--- src/rtl/csum_pkg.sv ---
package csum_pkg;

  localparam int VALUE_BITS = 32;
  localparam int SUM_BITS   = VALUE_BITS + 12;
  localparam int COUNT_BITS = 13;
  localparam int TOTAL_BITS = 24;
  localparam int EPOCH_BITS = 8;

  localparam logic [COUNT_BITS-1:0] COUNT_MAX = '1;
  localparam logic [TOTAL_BITS-1:0] TOTAL_MAX = '1;
  localparam logic [EPOCH_BITS-1:0] EPOCH_FIRST = EPOCH_BITS'(1);
  localparam logic [EPOCH_BITS-1:0] EPOCH_LAST  = '1;

  typedef struct packed {
    logic signed [VALUE_BITS-1:0] element_value;
    logic                         last_item;
  } in_beat_t;

  typedef struct packed {
    logic [COUNT_BITS-1:0] ending_here;
    logic [TOTAL_BITS-1:0] running_total;
    logic                  table_overflow;
    logic                  sequence_end;
  } out_beat_t;

  // table slot: tag equal to the live epoch marks a slot in use
  typedef struct packed {
    logic [EPOCH_BITS-1:0] tag;
    logic [SUM_BITS-1:0]   key;
    logic [COUNT_BITS-1:0] count;
  } entry_t;

  typedef struct packed {
    logic accept;
    logic key_want;
    logic key_prefix;
    logic hash_load;
    logic mem_rd;
    logic probe_next;
    logic take_here;
    logic wr_hit;
    logic wr_new;
    logic set_ovf;
    logic clr_wr;
    logic seed_wr;
    logic seq_end;
    logic out_load;
  } cmd_t;

  typedef struct packed {
    logic hit;
    logic empty;
    logic exhausted;
    logic clr_last;
    logic epoch_wrap;
    logic last_item;
    logic out_free;
  } stat_t;

endpackage

--- src/rtl/csum_ctrl.sv ---
module csum_ctrl (
  input  logic            clk,
  input  logic            rst_n,
  input  logic            in_valid,
  output logic            in_stall,
  input  csum_pkg::stat_t sts,
  output csum_pkg::cmd_t  cmd
);

  typedef enum logic [7:0] {
    ST_CLEAR = 8'b0000_0001,
    ST_SEED  = 8'b0000_0010,
    ST_IDLE  = 8'b0000_0100,
    ST_WKEY  = 8'b0000_1000,
    ST_HASH  = 8'b0001_0000,
    ST_READ  = 8'b0010_0000,
    ST_LOOK  = 8'b0100_0000,
    ST_DONE  = 8'b1000_0000
  } state_t;

  state_t state_r, state_nxt;
  logic   phase_r, phase_nxt;  // 0: lookup of prefix - target, 1: update of prefix

  assign in_stall = (state_r != ST_IDLE);

  always_comb begin
    state_nxt = state_r;
    phase_nxt = phase_r;
    cmd       = '0;
    unique case (state_r)
      ST_CLEAR: begin
        cmd.clr_wr = 1'b1;
        if (sts.clr_last) begin
          state_nxt = ST_SEED;
        end
      end
      ST_SEED: begin
        cmd.seed_wr = 1'b1;
        state_nxt   = ST_IDLE;
      end
      ST_IDLE: begin
        if (in_valid) begin
          cmd.accept = 1'b1;
          state_nxt  = ST_WKEY;
        end
      end
      ST_WKEY: begin
        cmd.key_want = 1'b1;
        phase_nxt    = 1'b0;
        state_nxt    = ST_HASH;
      end
      ST_HASH: begin
        cmd.hash_load = 1'b1;
        state_nxt     = ST_READ;
      end
      ST_READ: begin
        cmd.mem_rd = 1'b1;
        state_nxt  = ST_LOOK;
      end
      ST_LOOK: begin
        if (!phase_r) begin
          if (sts.hit || sts.empty || sts.exhausted) begin
            cmd.take_here  = 1'b1;
            cmd.key_prefix = 1'b1;
            phase_nxt      = 1'b1;
            state_nxt      = ST_HASH;
          end else begin
            cmd.probe_next = 1'b1;
            state_nxt      = ST_READ;
          end
        end else begin
          priority if (sts.hit) begin
            cmd.wr_hit = 1'b1;
            state_nxt  = ST_DONE;
          end else if (sts.empty) begin
            cmd.wr_new = 1'b1;
            state_nxt  = ST_DONE;
          end else if (sts.exhausted) begin
            cmd.set_ovf = 1'b1;
            state_nxt   = ST_DONE;
          end else begin
            cmd.probe_next = 1'b1;
            state_nxt      = ST_READ;
          end
        end
      end
      ST_DONE: begin
        if (sts.out_free) begin
          cmd.out_load = 1'b1;
          if (sts.last_item) begin
            cmd.seq_end = 1'b1;
            state_nxt   = sts.epoch_wrap ? ST_CLEAR : ST_SEED;
          end else begin
            state_nxt = ST_IDLE;
          end
        end
      end
      default: begin
        state_nxt = ST_CLEAR;
      end
    endcase
  end

  always_ff @(posedge clk) begin
    if (!rst_n) begin
      state_r <= ST_CLEAR;
      phase_r <= 1'b0;
    end else begin
      state_r <= state_nxt;
      phase_r <= phase_nxt;
    end
  end

endmodule

--- config.mk ---
export PLATFORM = sky130hd
export DESIGN_NAME = csum_ctrl
export DESIGN_NICKNAME = d
export VERILOG_FILES = /design/src/rtl/csum_pkg.sv /design/src/rtl/csum_ctrl.sv
export SDC_FILE = /design/constraint.sdc
export NUM_CORES = 1
export LEC_CHECK = 0
export BUFFER_PORTS_ARGS = -buffer_cell sky130_fd_sc_hd__buf_2
export CAP_MARGIN = 20
export CORE_AREA = 5 5 42 44
export CTS_BUF_LIST = sky130_fd_sc_hd__clkbuf_8
export CTS_CLUSTER_SIZE = 12
export DETAILED_ROUTE_END_ITERATION = 10
export DIE_AREA = 0 0 47 49
export HOLD_SLACK_MARGIN = 0.03
export PLACE_DENSITY_LB_ADDON = 0.05
export SLEW_MARGIN = 20
export SYNTH_ARGS = -nofsm -noshare
export SYNTH_HDL_FRONTEND = slang
export SYNTH_SLANG_ARGS = --single-unit
--- constraint.sdc ---
create_clock -name clk -period 2.2 [get_ports clk]
set_input_delay 0.22 -clock clk [delete_from_list [all_inputs] [get_ports clk]]
set_output_delay 0.22 -clock clk [all_outputs]
set_load 0.02 [all_outputs]
Word-level counts from Yosys, hierarchy flattened
Cells that the tools add are included.
{"block": "totals", "ff_bits": 9, "latch_bits": 0, "mem_bits_rw": 0, "rom_bits": 0, "input_bits": 10, "out_inout_bits": 15, "word_cells": 56, "n_memories": 0}
{"block": "classes", "addsub": 0, "mul": 0, "n_div": 0, "order_cmp": 0, "eq_ne": 12, "shift": 0, "muxes": 38, "bitwise_logic": 0, "reduce_logical": 4}
{"operator": "$pmux 8 s8", "n": 1}
{"operator": "$mux 8", "n": 7}
{"operator": "$mux 1", "n": 21}
{"operator": "$eq 8x1->1 const B", "n": 1}
{"operator": "$eq 8x2->1 const B", "n": 1}
{"operator": "$eq 8x3->1 const B", "n": 1}
{"operator": "$eq 8x4->1 const B", "n": 1}
{"operator": "$eq 8x5->1 const B", "n": 1}
{"operator": "$eq 8x6->1 const B", "n": 1}
{"operator": "$eq 8x7->1 const B", "n": 1}
{"operator": "$eq 8x8->1 const B", "n": 1}
{"operator": "$mux 2", "n": 4}
{"operator": "$ne 8x3->1 const B", "n": 1}
{"operator": "$mux 3", "n": 2}
{"operator": "$mux 6", "n": 1}
{"operator": "$ne 2x2->1 const B", "n": 3}
{"operator": "$mux 5", "n": 1}
{"operator": "$reduce_and 3->1", "n": 1}
{"operator": "$logic_or 1x1->1", "n": 2}
{"operator": "$pmux 1 s2", "n": 1}
{"operator": "$reduce_bool 2->1", "n": 1}

Depth between registers and ports, before layout
Gate-level depths: netlist of run 1.
{"block": "depth", "word_depth": 5, "depth_mapped": 5, "depth_no_buf": 5}

Worst setup path before layout of run 1
OpenSTA, ideal clock, no wires.
{"block": "synth_path", "path_kind": "register -> output", "start": "reg state_r[0]", "end": "out cmd[4] (netlist name)", "t_arrival_ns": 1.862, "required_time_ns": 1.980, "path_slack_ns": 0.118, "stages_incl_launch_ff": 5, "n_path_buf": 0, "path_cell_list": "dfxtp_1 -> nor4_4 -> and4b_1 -> nand2_1 -> nor4b_1"}
{"element": "from (decl)", "line": "csum_ctrl.sv:21", "rtl": "state_t state_r, state_nxt;"}
{"element": "from (signal assigned)", "line": "csum_ctrl.sv:109", "rtl": "state_r <= state_nxt;"}
{"element": "to (decl)", "line": "csum_ctrl.sv:7", "rtl": "output csum_pkg::cmd_t cmd"}

==> impl_summary.txt, run 1 <==
----------------------------------------------------
[Outcome]
  Run status ... complete, no violations

[Setup path]
  Data required, critical path ... 1.98 ns
  Worst-path maximum fanout ... 4
  Launch point of the worst reg-to-reg path ... state_r[3]
  Worst-case register-to-register setup slack ... 0.46 ns
  Register-to-Register Path Depth ... 6
  Endpoint of the lowest-slack register-to-register path ... state_r[0]
  Data arrival time of the critical path ... 1.78 ns
  Startpoint type of the worst setup path ... register
  Type of the worst setup path ... register to output port
  Critical Path Source ... state_r[3]
  Crit path capture type ... output port

[Clock tree]
  TritonCTS clock tree ... done
  Count of clock tree sinks ... 9
  Clock slew seen by the registers of the worst setup and hold paths ... 0.05 ns
  Inserted Clock Buffers ... 3
  Number of levels the H-tree was split into ... 1
  Buffer type at the clock tree root ... clkbuf_8
  Source-to-sink clock delay at the later pin of the worst-skew pair ... 0.23 ns
  Number of cells upsized or downsized after cts ... 0
  Clk buf depth ... 2

[Hold path]
  Hold Path Class ... input pin to register
  Worst-case hold path end point ... state_r[5]
  Hold_sp ... rst_n
  Worst hold path depth ... 2

[Finish]
  Number of standard cells in the final layout excluding fillers ... 114
  Number of filler instances in the final layout ... 145
  Fraction of final layout cells with drive strength greater than 1 ... 35.71%
  Area growth, synth to finish ... 30.83%
  Nets ... 109
  Total inserted antenna cells ... 0

[Routing]
  Number of violations reported at the end of detailed-routing iteration 0 ... 8
  DRC viols ... 0
  Post-DRT Antenna Nets ... 0
  DR pass1 iterations ... 4
  Detailed-route via count ... 630
  Mean routed wirelength per cell ... 13.18 µm
  Detailed-route vias per instance ... 5.526
  Total Wirelength ... 1503 µm

[Global route]
  Global-route wire length before repair ... 2456 µm
  Vias in the first global route ... 588
  Antenna violations before repair ... 0
  Total grt overflow ... 0
  Overall routing resource usage ... 14.57%
  Maximum number of pins on one net before global-route repair ... 7

[Synth]
  Top cell types by occurrence after synthesis ... nor2_1 (14), dfxtp_1 (9), inv_1 (6)
  Number of distinct library cells after synthesis ... 27
  Post-synth ARST share ... 0%
  Cell taking the most area after synthesis ... dfxtp_1
  Number of synthesized flops with an enable pin ... 0
  Fraction of the yosys area taken by sequential cells ... 30.00%
  Combined area of all synthesized cells ... 600.6 µm²
  Dominant register cell in the synthesized netlist ... dfxtp_1
  Number of flip-flops and latches in the synthesized netlist ... 9
  Cells after Synth ... 70
  Synth top area share ... 30.00%
  Cell with the most instances after synthesis ... nor2_1
  Avg Inst Size Synth ... 8.580 µm²
  Post-synth net total ... 80
  Leading cell types by total area after synthesis ... dfxtp_1 (30%), nor2_1 (8.8%), nand4b_1 (7.3%)
  Total number of yosys warnings ... 0

[Pwr]
  Share of power burned in registers ... 35.8%
  Total power density per cell area ... 729.4 nW/µm²
  P_sw ... 0.1908 mW
  Pint ... 0.3823 mW
  Fraction of power spent switching nets ... 33.30%
  Static power due to leakage ... 0.3921 nW
  Worst ir drop on vdd ... 0.0004337 V
  Clock network fraction of design power ... 32.4%
  Fraction of power consumed by combinational cells ... 31.8%
  Post-route total power ... 0.5731 mW

[Timing]
  Final worst path period need ... 1.995 ns
  Unrepaired setup endpoints after global routing ... no
  Number of failing hold endpoints at the final stage ... 0
  Tightest hold margin ... 0.2287 ns
  Remaining max-slew budget at the tightest pin ... 75.93%
  Count of pins over their slew limit ... 0
  Setup-failing EPs final ... 0
  Least-Margin Pin Slew ... 0.3584 ns
  Achievable clock frequency ... 501.2 MHz
  Ratio of final minimum period to clock period ... 90.70%
  Total Neg Setup Slack ... 0 ns
  Final worst clock skew ... 0.003745 ns

[Die]
  Std-Cell Rows ... 14
  Initial Utilization ... 42.86%
  Die Width ... 47 µm
  I/O Pins ... 25
  Die outline height ... 49 µm
  Die ar. ... 2303 µm²
  Area of the core ... 1401 µm²

[Place]
  Buffers on Ports ... 24
  DPL Wire Length ... 1191 µm
  Placed cell count ... 109
  Last weighted congestion value of the routability-driven placer ... 0.8057

[Run]
  Max cap viols ... 0

----------------------------------------------------
[worst max-delay path, cell delays in order (launching register included)]
cell     delay, ns
dfxtp_1       0.35
nor4_4        0.35
and4b_1       0.28
nand2_1       0.08
nor4b_1       0.27
buf_2         0.21
[stage by stage]
| step | cell area (µm²) | setup slack (ns) | util, % |
|---|---|---|---|
| floorplan | 600.6 | 0.1182 | - |
| global placement | 733.2 | 0.3560 | 52.32 |
| detailed placement | 733.2 | 0.3323 | 52.32 |
| CTS | 778.2 | 0.06704 | 55.54 |
| global route | 785.8 | 0.01231 | 56.07 |
| finish | 785.8 | 0.2047 | 56.07 |
[worst max-delay path by stage]
stage	to	slack [ns]	cells past startpoint
after floorplan	cmd[4]	0.12	4
after global routing	cmd[4]	0.01	5
after global placement	cmd[4]	0.36	5
after CTS	cmd[4]	0.07	5
after detailed placement	cmd[4]	0.33	5
final	cmd[4]	0.20	5
[what timing repair did]
| item | 4_1_cts | 5_1_grt |
|---|---|---|
| hold buffers | 0 | 0 |
| endpoints found under the hold margin | 0 | 0 |
| setup buffers | 0 | 1 |
| endpoints found under the setup margin | 0 | 1 |
[per-layer routing]
| metal | vias up | part of all wire (%) | global-route usage [%] |
|---|---|---|---|
| met2 | 30 | 47 | 22.40 |
| met1 | 283 | 44 | 18.20 |
| met4 | 0 | 0.93 | 6.912 |
| met5 | - | 0 | 0 |
| li1 | 315 | - | - |
| met3 | 2 | 8.3 | 3.690 |
[power by group through the flow]
| stage | logic [mW] | registers (mW) | clock network, mW |
|---|---|---|---|
| 2_1_floorplan | 0.131 | 0.203 | 0 |
| 3_3_place_gp | 0.176 | 0.205 | 0 |
| 3_5_place_dp | 0.176 | 0.207 | 0 |
| 4_1_cts | 0.177 | 0.204 | 0.193 |
| 5_1_grt | 0.203 | 0.207 | 0.204 |
| 6_report | 0.182 | 0.205 | 0.186 |
[cells in the final DEF (no fill, tap or decap), types with 3 or more instances in the layout]
master / count
clkbuf_8: 3
nand3_1: 3
nor2_1: 14
nand4b_1: 5
a21oi_1: 4
dfxtp_1: 9
buf_2: 24
inv_1: 7
[cell families (layout without fill, tap and decap cells)]
kind of cell | count (synthesis) | in the layout | synth area share (%)
xor gates and xnor gates | 1 | 1 | 1.459
DFF | 9 | 9 | 30.00
and+or+nand+nor | 42 | 42 | 49.17
AOI/OAI and AO/OA | 11 | 11 | 14.37
buffers and inverters | 7 | 35 | 5.000
[cell type report]
cell class	instances	area [µm²]	area share, %
Multi-Input combinational cell	54	390.4	49.68
Inverter	6	22.52	2.866
Clock inverter	1	3.754	0.4777
Timing Repair Buffer	25	127.6	16.24
Tap cell	16	20.02	2.548
Clock buffer	3	41.29	5.255
Sequential cell	9	180.2	22.93
[registers in the layout, indices dropped and copies added (netlist names)]
| name | cells |
|---|---|
| phase_r | 1 |
| state_r | 8 |
Note: power is estimated with default switching activity, not from simulation.
==> run 2: changes to the inputs <==
BUFFER_PORTS_ARGS = -buffer_cell sky130_fd_sc_hd__clkbuf_2   (was -buffer_cell sky130_fd_sc_hd__buf_2)
SLEW_MARGIN = 10   (was 20)
clock period = 2.43 ns   (was 2.2 ns; I/O delays follow)
==> run 2 against run 1 <==
Routed wire length decreased by 4.4%. Non-clock buffer count decreased by 1. First-iteration DRC count increased by 50%. Final area decreased by 0.96%. Via count decreased by 4.1%. Worst setup slack improved by 0.073 ns. Sequential share of layout area increased by 0.22 points. Register-to-register slack improved by 0.20 ns. Global-route usage decreased by 1.1 points. Highest routed layer unchanged. Clock power decreased by 8%.
==> impl_summary.txt, run 2 (synthesis results as in run 1) <==
----------------------------------------------------
[Outcome]
  Run status ... complete, no violations

[Timing]
  Remaining max-slew budget at the tightest pin ... 73.07%
  Worst Setup Slack, final ... 0.2777 ns
  Ratio of final minimum period to clock period ... 88.57%
  Achievable clock frequency ... 464.6 MHz
  Number of failing hold endpoints at the final stage ... 0
  Total Neg Setup Slack ... 0 ns
  Setup-failing EPs final ... 0
  Least-Margin Pin Slew ... 0.4009 ns
  Final worst clock skew ... 0.003391 ns
  Unrepaired setup endpoints after global routing ... no
  Final worst path period need ... 2.152 ns
  Count of pins over their slew limit ... 0

[Place]
  Post-Place Worst Slack ... 0.5110 ns
  Buffers on Ports ... 24
  Last weighted congestion value of the routability-driven placer ... 0.7916
  DPL Wire Length ... 1128 µm

[Setup path]
  Endpoint of the lowest-slack register-to-register path ... state_r[0]
  Crit path capture type ... output port
  Type of the worst setup path ... register to output port
  Worst-case register-to-register setup slack ... 0.66 ns
  Launch point of the worst reg-to-reg path ... state_r[7]
  Register-to-Register Path Depth ... 5
  Worst-path maximum fanout ... 6
  Data required, critical path ... 2.19 ns
  Data arrival time of the critical path ... 1.91 ns
  Startpoint type of the worst setup path ... register

[Finish]
  Most frequent standard cell in the layout excluding fill and tap cells ... clkbuf_2
  Nets ... 108
  Area growth, synth to finish ... 29.58%
  Most used cells in the layout excluding fill and tap cells ... clkbuf_2 (24), nor2_1 (14), dfxtp_1 (9), inv_1 (7), nand4b_1 (5)
  Fraction of final layout cells with drive strength greater than 1 ... 35.05%
  Largest register by flop count ... state_r
  Regs by FF count ... state_r x8, phase_r x1
  Total inserted antenna cells ... 0
  Max FFs per register ... 8

[Routing]
  Post-DRT Antenna Nets ... 0
  Total Wirelength ... 1437 µm
  Mean routed wirelength per cell ... 12.72 µm
  Detailed-route vias per instance ... 5.345
  DRC viols ... 0
  Number of violations reported at the end of detailed-routing iteration 0 ... 12
  DR pass1 iterations ... 4
  Detailed-route via count ... 604

[Die]
  Std-Cell Rows ... 14
  Die Width ... 47 µm
  Die ar. ... 2303 µm²
  Initial Utilization ... 42.86%
  I/O Pins ... 25
  Area of the core ... 1401 µm²
  Die outline height ... 49 µm

[Hold path]
  Hold Path Class ... input pin to register
  Hold_sp ... rst_n
  Worst-case hold path end point ... state_r[5]
  Worst hold path depth ... 2

[Pwr]
  Total power density per cell area ... 662.9 nW/µm²
  Static power due to leakage ... 0.3774 nW
  Worst ir drop on vdd ... 0.0003200 V

[Global route]
  Global routing met1 resource utilization ... 19.26%
  Routing usage on met2 ... 17.19%
  Global routing's busiest layer ... met1
  Total grt overflow ... 0
  Vias in the first global route ... 492
  Overall routing resource usage ... 13.43%
  Global-route wire length before repair ... 2201 µm
  Maximum number of pins on one net before global-route repair ... 7
  Met3 usage in global routing ... 4.428%
  Antenna violations before repair ... 0

[Clock tree]
  Count of clock tree sinks ... 9
  Post-CTS setup-driven buffer insertion count ... 0
  Inserted Clock Buffers ... 3
  Source-to-sink clock delay at the later pin of the worst-skew pair ... 0.23 ns
  Clock slew seen by the registers of the worst setup and hold paths ... 0.05 ns
  Number of levels the H-tree was split into ... 1
  Cts hold-fix bufs ... 0
  Clk buf depth ... 2
  TritonCTS clock tree ... done
  Buffer type at the clock tree root ... clkbuf_8
  Number of cells upsized or downsized after cts ... 0

[Run]
  Max cap viols ... 0

----------------------------------------------------
==> run 2: changes by cell type in the layout (fill, tap and decap cells not counted), sizes merged <==
cell,delta
clkbuf,+24
buf,-25
==> run 2: worst max path at each step <==
stage | startpoint | to | slack, ns | depth (start not counted)
floorplan | state_r[0] | cmd[4] | 0.33 | 4
global placement | state_r[0] | cmd[4] | 0.54 | 5
detailed placement | state_r[0] | cmd[4] | 0.51 | 5
CTS | state_r[0] | cmd[4] | 0.25 | 5
global route | state_r[0] | cmd[4] | 0.05 | 5
finish | state_r[0] | cmd[4] | 0.28 | 5
==> run 2: critical path: stages (launching register included) <==
cell and delay (ns):
dfxtp_1 0.36, nor4_4 0.45, and4b_1 0.29, nand2_1 0.08, nor4b_1 0.27, clkbuf_2 0.22
==> run 2: per-stage QoR <==
stage | hold WS [ns] | cell area, µm² | instances | power [mW] | util (%)
final | 0.2599 | 778.2 | 113 | 0.5159 | 55.54
after global routing | 0.2676 | 778.2 | 113 | 0.5454 | 55.54
after CTS | 0.2596 | 778.2 | 113 | 0.5173 | 55.54
after detailed placement | 0.4968 | 733.2 | 109 | 0.3451 | 52.32
after global placement | 0.5071 | 733.2 | 109 | 0.3448 | 52.32
after floorplan | 0.3608 | 600.6 | 70 | 0.3029 | -
==> run 2: report_power, final <==
part	internal, mW	switching [mW]
Combinational	0.0718	0.0882
Clock	0.110	0.0604
Sequential	0.162	0.0236
==> run 2: cell type report <==
type	count	area (µm²)
fillers	135	623.1
multi-input cells	54	390.4
flip-flops and latches	9	180.2
repair buffers	24	120.1
clock buffers	3	41.29
inverters	6	22.52
well taps	16	20.02
clock inverters	1	3.754
==> run 2: routing by layer <==
metal / routed length, µm / part of all wire [%]
met4: 24 / 1.7
met5: 0 / 0
met3: 87 / 6.1
met1: 700 / 49
met2: 624 / 43
